<file path="src/hdl/ppm_pkg.sv">
// Shared types and constants for the pseudocolor palette mapper.
package ppm_pkg;

   localparam int PIX_W     = 8;
   localparam int MODE_W    = 3;
   localparam int ADDR_W    = MODE_W + PIX_W;
   localparam int PAL_DEPTH = 1 << ADDR_W;
   localparam int RGB_W     = 3 * PIX_W;
   localparam int OUT_DEPTH = 4;
   localparam int PTR_W     = 2;
   localparam int OCC_W     = 3;

   // Palette selection codes
   typedef enum logic [MODE_W-1:0] {
      PM_GRAY     = 3'd0,
      PM_INVERTED = 3'd1,
      PM_HOT      = 3'd2,
      PM_COOL     = 3'd3,
      PM_RAINBOW  = 3'd4,
      PM_BONE     = 3'd5,
      PM_COPPER   = 3'd6,
      PM_OCEAN    = 3'd7
   } palette_mode_type;

   typedef struct packed {
      logic [PIX_W-1:0] red;
      logic [PIX_W-1:0] green;
      logic [PIX_W-1:0] blue;
   } rgb_type;

   // Palette table write from the fill sequencer
   typedef struct packed {
      logic              en;
      logic [ADDR_W-1:0] addr;
      rgb_type           data;
   } fill_wr_type;

endpackage

</file>
<file path="src/hdl/ppm_palette_gen.sv">
// Fill sequencer: sweeps every mode and gray code once after reset and
// writes the palette table, using running quotient/remainder pairs.
module ppm_palette_gen (
   input  logic                 clock,
   input  logic                 reset,
   output ppm_pkg::fill_wr_type fill_wr,
   output logic                 fill_done
);

   logic [ppm_pkg::ADDR_W-1:0] addr_ff, addr_in;
   logic                       busy_ff, busy_in;

   // Running quotients and remainders, valid for the current gray code
   logic [9:0]  hq_ff, hq_in;     // 8g/3
   logic [1:0]  hr_ff, hr_in;
   logic [8:0]  bq_ff, bq_in;     // (g*g + 2295g)/2550
   logic [11:0] br_ff, br_in;
   logic [7:0]  oq_ff, oq_in;     // g*g/255
   logic [7:0]  orem_ff, orem_in;
   logic [7:0]  sq_ff, sq_in;     // 6g/10
   logic [3:0]  sr_ff, sr_in;
   logic [7:0]  cgq_ff, cgq_in;   // 7812g/10000
   logic [13:0] cgr_ff, cgr_in;
   logic [7:0]  cbq_ff, cbq_in;   // 4975g/10000
   logic [13:0] cbr_ff, cbr_in;

   logic [ppm_pkg::PIX_W-1:0] g;
   ppm_pkg::palette_mode_type mode;
   ppm_pkg::rgb_type          color;

   logic [11:0] bone_d;
   logic [12:0] bone_t;
   logic [9:0]  ocn_t;
   logic [2:0]  hot_t;
   logic [4:0]  sq_t;
   logic [14:0] cg_t;
   logic [14:0] cb_t;

   logic [7:0]  rb_m;
   logic [5:0]  rb_dist;
   logic [5:0]  rb_v;
   logic [7:0]  rb_x;
   logic [9:0]  hot_gm;
   logic [9:0]  hot_bm;
   logic [10:0] cu_5g;
   logic [7:0]  bone_x;

   assign g    = addr_ff[ppm_pkg::PIX_W-1:0];
   assign mode = ppm_pkg::palette_mode_type'(addr_ff[ppm_pkg::ADDR_W-1:ppm_pkg::PIX_W]);

   // Sweep counter
   always_comb begin
      addr_in = addr_ff;
      busy_in = busy_ff;
      if (busy_ff) begin
         addr_in = addr_ff + 1'b1;
         if (addr_ff == {ppm_pkg::ADDR_W{1'b1}}) begin
            busy_in = 1'b0;
         end
      end
   end

   // Step each quotient/remainder pair from g to g+1
   always_comb begin
      hot_t  = {1'b0, hr_ff} + 3'd2;
      bone_d = {3'b0, g, 1'b0} + 12'd2296;
      bone_t = {1'b0, br_ff} + {1'b0, bone_d};
      ocn_t  = {2'b0, orem_ff} + {1'b0, g, 1'b1};
      sq_t   = {1'b0, sr_ff} + 5'd6;
      cg_t   = {1'b0, cgr_ff} + 15'd7812;
      cb_t   = {1'b0, cbr_ff} + 15'd4975;

      hq_in = hq_ff + 10'd2;
      hr_in = hot_t[1:0];
      if (hot_t >= 3'd3) begin
         hq_in = hq_ff + 10'd3;
         hr_in = 2'(hot_t - 3'd3);
      end

      bq_in = bq_ff;
      br_in = bone_t[11:0];
      if (bone_t >= 13'd5100) begin
         bq_in = bq_ff + 9'd2;
         br_in = 12'(bone_t - 13'd5100);
      end else if (bone_t >= 13'd2550) begin
         bq_in = bq_ff + 9'd1;
         br_in = 12'(bone_t - 13'd2550);
      end

      oq_in   = oq_ff;
      orem_in = ocn_t[7:0];
      if (ocn_t >= 10'd765) begin
         oq_in   = oq_ff + 8'd3;
         orem_in = 8'(ocn_t - 10'd765);
      end else if (ocn_t >= 10'd510) begin
         oq_in   = oq_ff + 8'd2;
         orem_in = 8'(ocn_t - 10'd510);
      end else if (ocn_t >= 10'd255) begin
         oq_in   = oq_ff + 8'd1;
         orem_in = 8'(ocn_t - 10'd255);
      end

      sq_in = sq_ff;
      sr_in = sq_t[3:0];
      if (sq_t >= 5'd10) begin
         sq_in = sq_ff + 8'd1;
         sr_in = 4'(sq_t - 5'd10);
      end

      cgq_in = cgq_ff;
      cgr_in = cg_t[13:0];
      if (cg_t >= 15'd10000) begin
         cgq_in = cgq_ff + 8'd1;
         cgr_in = 14'(cg_t - 15'd10000);
      end

      cbq_in = cbq_ff;
      cbr_in = cb_t[13:0];
      if (cb_t >= 15'd10000) begin
         cbq_in = cbq_ff + 8'd1;
         cbr_in = 14'(cb_t - 15'd10000);
      end

      // Every numerator is zero at the start of a mode
      if (g == {ppm_pkg::PIX_W{1'b1}}) begin
         hq_in   = '0;
         hr_in   = '0;
         bq_in   = '0;
         br_in   = '0;
         oq_in   = '0;
         orem_in = '0;
         sq_in   = '0;
         sr_in   = '0;
         cgq_in  = '0;
         cgr_in  = '0;
         cbq_in  = '0;
         cbr_in  = '0;
      end
   end

   // Palette entry for the current mode and gray code
   always_comb begin
      if (g < 8'd102) begin
         rb_m = g;
      end else if (g < 8'd204) begin
         rb_m = g - 8'd102;
      end else begin
         rb_m = g - 8'd204;
      end
      rb_dist = (rb_m >= 8'd51) ? 6'(rb_m - 8'd51) : 6'(8'd51 - rb_m);
      rb_v    = 6'd51 - rb_dist;
      rb_x    = {rb_v, 2'b00} + {2'b00, rb_v};

      hot_gm = hq_ff - 10'd255;
      hot_bm = {g, 2'b00} - 10'd765;
      cu_5g  = {1'b0, g, 2'b00} + {3'b000, g};
      bone_x = (bq_ff > 9'd255) ? 8'hFF : bq_ff[7:0];

      case (mode)
         ppm_pkg::PM_GRAY: begin
            color = '{red: g, green: g, blue: g};
         end
         ppm_pkg::PM_INVERTED: begin
            color = '{red: ~g, green: ~g, blue: ~g};
         end
         ppm_pkg::PM_HOT: begin
            color.red   = (g <= 8'd95) ? hq_ff[7:0] : 8'hFF;
            color.green = (g <= 8'd95) ? 8'h00 : ((g <= 8'd191) ? hot_gm[7:0] : 8'hFF);
            color.blue  = (g <= 8'd191) ? 8'h00 : hot_bm[7:0];
         end
         ppm_pkg::PM_COOL: begin
            color = '{red: g, green: ~g, blue: 8'hFF};
         end
         ppm_pkg::PM_RAINBOW: begin
            if (g < 8'd51) begin
               color = '{red: 8'hFF, green: rb_x, blue: 8'h00};
            end else if (g < 8'd102) begin
               color = '{red: rb_x, green: 8'hFF, blue: 8'h00};
            end else if (g < 8'd153) begin
               color = '{red: 8'h00, green: 8'hFF, blue: rb_x};
            end else if (g < 8'd204) begin
               color = '{red: 8'h00, green: rb_x, blue: 8'hFF};
            end else begin
               color = '{red: rb_x, green: 8'h00, blue: 8'hFF};
            end
         end
         ppm_pkg::PM_BONE: begin
            color = '{red: bone_x, green: bone_x, blue: g};
         end
         ppm_pkg::PM_COPPER: begin
            color.red   = (cu_5g[10:2] > 9'd255) ? 8'hFF : cu_5g[9:2];
            color.green = cgq_ff;
            color.blue  = cbq_ff;
         end
         default: begin
            color = '{red: oq_ff, green: g, blue: 8'd102 + sq_ff};
         end
      endcase
   end

   always_ff @(posedge clock) begin
      if (reset) begin
         addr_ff <= '0;
         busy_ff <= 1'b1;
         hq_ff   <= '0;
         hr_ff   <= '0;
         bq_ff   <= '0;
         br_ff   <= '0;
         oq_ff   <= '0;
         orem_ff <= '0;
         sq_ff   <= '0;
         sr_ff   <= '0;
         cgq_ff  <= '0;
         cgr_ff  <= '0;
         cbq_ff  <= '0;
         cbr_ff  <= '0;
      end else begin
         addr_ff <= addr_in;
         busy_ff <= busy_in;
         hq_ff   <= hq_in;
         hr_ff   <= hr_in;
         bq_ff   <= bq_in;
         br_ff   <= br_in;
         oq_ff   <= oq_in;
         orem_ff <= orem_in;
         sq_ff   <= sq_in;
         sr_ff   <= sr_in;
         cgq_ff  <= cgq_in;
         cgr_ff  <= cgr_in;
         cbq_ff  <= cbq_in;
         cbr_ff  <= cbr_in;
      end
   end

   assign fill_wr.en   = busy_ff;
   assign fill_wr.addr = addr_ff;
   assign fill_wr.data = color;
   assign fill_done    = ~busy_ff;

`ifndef SYNTHESIS
   // Once the sweep ends it stays ended until reset
   a_done_sticky: assert property (@(posedge clock) disable iff (reset)
      fill_done |=> fill_done)
      else $error("palette fill restarted without reset");

   // The sweep advances by one entry every cycle while it runs
   a_sweep_step: assert property (@(posedge clock) disable iff (reset)
      (busy_ff && busy_in) |=> (addr_ff == ppm_pkg::ADDR_W'($past(addr_ff) + 1'b1)))
      else $error("palette fill address skipped");

   // Accumulators start each mode from zero
   a_mode_start: assert property (@(posedge clock) disable iff (reset)
      (busy_ff && g == '0) |-> (hq_ff == '0 && bq_ff == '0 && oq_ff == '0 && cgq_ff == '0))
      else $error("palette accumulators not cleared at mode start");
`endif

endmodule

</file>
<file path="config.mk">
export PLATFORM = sky130hd
export DESIGN_NAME = ppm_palette_gen
export DESIGN_NICKNAME = d
export VERILOG_FILES = /design/src/hdl/ppm_pkg.sv /design/src/hdl/ppm_palette_gen.sv
export SDC_FILE = /design/constraint.sdc
export NUM_CORES = 1
export LEC_CHECK = 0
export BUFFER_PORTS_ARGS = -buffer_cell sky130_fd_sc_hd__buf_4
export CAP_MARGIN = 40
export CELL_PAD_IN_SITES_DETAIL_PLACEMENT = 0
export CELL_PAD_IN_SITES_GLOBAL_PLACEMENT = 2
export CORE_UTILIZATION = 38
export DETAILED_ROUTE_END_ITERATION = 10
export PLACE_DENSITY_LB_ADDON = 0.1
export SKIP_LAST_GASP = 1
export SLEW_MARGIN = 30
export SYNTH_ARGS = -nofsm -noshare
export SYNTH_HDL_FRONTEND = slang
export SYNTH_SLANG_ARGS = --single-unit
</file>
<file path="constraint.sdc">
create_clock -name clock -period 8 [get_ports clock]
set_input_delay 1.2 -clock clock [delete_from_list [all_inputs] [get_ports clock]]
set_output_delay 1.2 -clock clock [all_outputs]
set_load 0.01 [all_outputs]
</file>
==> flow_summary.yaml <==
run_status:
  status: "complete, no violations"
sta:
  hold_viol: 0
  fin_crit_sh_pct: 90.42
  slew_headroom_pct: 39.77
  fmax_mhz: 138.2
  rsz0062_at_grt: "false"
  period_minus_slack_ps: 7233
  setup-violations-final: 0
  whs_ps: 468.3
  setup_ws_ps: 766.6
  worst_pin_slew_ps: 903.5
  slew_violations: 0
  clock_skew_ps: 13.73
  setup_tns_ps: 0
cts:
  post_cts_buffers: 0
  post_cts_resized: 0
  insertion_delay_ps: 370
  htree_levels: 3
  cts_made_buffers: 9
  cts_tree: "yes"
  clockBufferDepth: 2
  path_clk_slew_ps: 80
  holdBufCountCts: 0
  cts_root_buffer: "clkbuf_16"
  cts_num_sinks: 111
die:
  die_height_um: 161.0
  dieWidth_um: 161.0
  ios: 39
  fp.coreArea_mm2: 0.02453
  initial_core_util_pct: 39.15
  rows: 57
  die_area_mm2: 0.02592
critical_path:
  cp.arrival_ps: 6030
  regToRegSetupSlack_ps: 3450
  path_class: "flop to primary output"
  worst-path-max-fanout: 15
  crit_path_end_kind: "primary output"
  crit_path_start_kind: "flop"
  cp.required_ps: 6800
detailed_routing:
  routedWlPerCell_um: 17.53
  ant_nets: 0
  wl_mm: 28.13
  drc: 0
  dr.pass1.iters: 5
  drt-initial-drc-count: 653
  drt-vias-per-instance: 5.540
  vias: 8891
power:
  cellPowerDensity_mw_per_mm2: 266.9
  p_leak_nw: 4.203
  vdd_drop_max_mv: 0.2374
synthesis:
  synth-edff-count: 0
  seq_area_frac_synth_pct: 23.13
  synth_seq_cells: 111
  syn_inst: 1274
  avgSynthCellArea_um2: 7.540
  synth_top_area_cell: "dfxtp_1"
  synthFlopType: "dfxtp_1"
  synth_warnings: 0
  synth_area_mm2: 0.009605
  syn_nets: 1354
  ys_types: 91
  synth.top_cell.area_share_pct: 23.13
  netlist_top_cells_area: "dfxtp_1, ha_1, xnor2_1"
  async_flop_share_pct: 0
placement:
  placedInstanceArea_mm2: 0.01015
  place.gp.congestion: 0.9140
  dp_hpwl_mm: 20.91
  dp_cells: 1588
  port_buffers: 38
  dp_slack_ps: 1076
cells_and_area:
  drive_above_1_share_pct: 7.494
  nets: 1356
  final_cell_area_mm2: 0.01048
  diodes: 0
  layoutNonFillerInstCount: 1605
  area_delta_synth_final_pct: 9.066
grt:
  grt_usage_pct: 22.20
  grt_max_degree: 71
  antenna_found_initial: 0
  first_global_vias: 8610
  grt_pass1_wl_mm: 46.23
  overflow: 0
hold_path:
  hold_path_class: "flop to flop"
job:
  max_cap_violations: 0
[final cells by class]
class / count / area (um2)
Clock buffer: 10 / 239.0
Clock inverter: 6 / 78.83
Fill cell: 2643 / 14060
Inverter: 56 / 211.5
Multi-Input combinational cell: 1042 / 6894
Sequential cell: 111 / 2223
Tap cell: 324 / 405.4
Timing Repair Buffer: 56 / 424.2
[registers in the layout (all words and copies together) (netlist names), 2 cells and up]
name,flops
hr_ff,2
sq_ff,8
cgr_ff,12
cbq_ff,8
addr_ff,11
sr_ff,3
cbr_ff,14
orem_ff,8
bq_ff,9
cgq_ff,8
br_ff,11
hq_ff,8
oq_ff,8
[critical path: stages, from the launching register on]
cell and delay (ps):
dfxtp_1 650, inv_1 210, ha_1 270, a211o_1 360, a21o_2 250, a41o_1 280, nor2_1 250, inv_1 100
ha_1 250, nand2_1 70, o211ai_1 100, a21oi_2 290, nand2_1 120, o21a_1 140, ha_1 350, ha_1 300
a21o_1 170, a21oi_1 230, inv_1 70, a21oi_1 240, nor2_1 60, nand4_1 130, and4_1 230, o31ai_1 90
a221o_1 330, buf_4 150
[kinds of logic after synthesis]
logic type | share of synthesized area (%)
xor gates and xnor gates | 13.01
and+or+nand+nor | 21.84
DFF | 23.13
AOI/OAI and AO/OA | 24.61
adders and majority gates | 10.47
muxes | 1.811
buffers and inverters | 5.119
[report_power, final]
group          internal [mW]  switching (mW)  total, mW
Clock                  0.257           0.238      0.494
Combinational          0.640           0.869       1.51
Sequential             0.670           0.122      0.793
Total                   1.57            1.23       2.80
[path summary, 6_finish.rpt]
kind	start	endpoint	depth (start not counted)
worst min-delay path	cgr_ff[2]	cgr_ff[2]	1
worst min register to register	cgr_ff[2]	cgr_ff[2]	1
worst max-delay path	addr_ff[3]	fill_wr[23]	25
worst max register to register	addr_ff[2]	br_ff[6]	14
[cells in the mapped netlist, types with 5 or more instances]
master,count
a21o_1,16
nor4_1,6
ha_1,74
nand2_1,81
nand4_1,16
nor2b_1,21
nor3b_1,5
o21a_1,17
buf_4,5
o211ai_1,10
nand3b_1,5
nand3_1,34
mux2i_1,14
o31ai_1,9
buf_1,7
o21ai_0,63
nor2_1,177
xnor2_1,78
xor2_1,62
clkbuf_1,44
buf_2,8
nor3_1,32
and2_1,8
o22ai_1,5
or3_1,7
a31oi_1,10
a22oi_1,11
and3_1,16
inv_1,53
nand2b_1,16
a211oi_1,19
o21ai_1,7
a21oi_1,122
dfxtp_1,111
[cell usage in the layout (no fill, tap or decap), drive strengths merged, types with 5 or more instances in the layout]
| cell | n |
|---|---|
| ha | 74 |
| o211ai | 10 |
| nand3 | 34 |
| nor4 | 6 |
| nor3b | 5 |
| a21oi | 124 |
| and2 | 9 |
| nor3 | 32 |
| or3 | 7 |
| o31ai | 9 |
| a221oi | 5 |
| o21ai | 72 |
| nand4 | 16 |
| dfxtp | 111 |
| nand2b | 16 |
| nand3b | 5 |
| a21o | 17 |
| o21a | 17 |
| inv | 55 |
| nand2 | 82 |
| xor2 | 62 |
| a22oi | 12 |
| buf | 56 |
| and3 | 16 |
| a211oi | 19 |
| nor2b | 21 |
| clkbuf | 10 |
| mux2i | 14 |
| a31oi | 10 |
| o22ai | 5 |
| nor2 | 177 |
| xnor2 | 78 |
[stage by stage]
stage | utilization, % | power [mW]
CTS | 42.66 | 2.828
detailed placement | 41.36 | 2.315
global route | 42.70 | 3.071
floorplan | - | 2.015
global placement | 41.36 | 2.310
finish | 42.70 | 2.797
[layer usage]
layer  global-route usage, %  vias up  share of wire, %
li1                        -     4539                 -
met5                       0        -                 0
met3                   2.440       33               3.9
met4                   7.890        0               2.5
met2                   35.54      166                45
met1                   30.77     4153                49
Power figures use the tool's default switching activity.
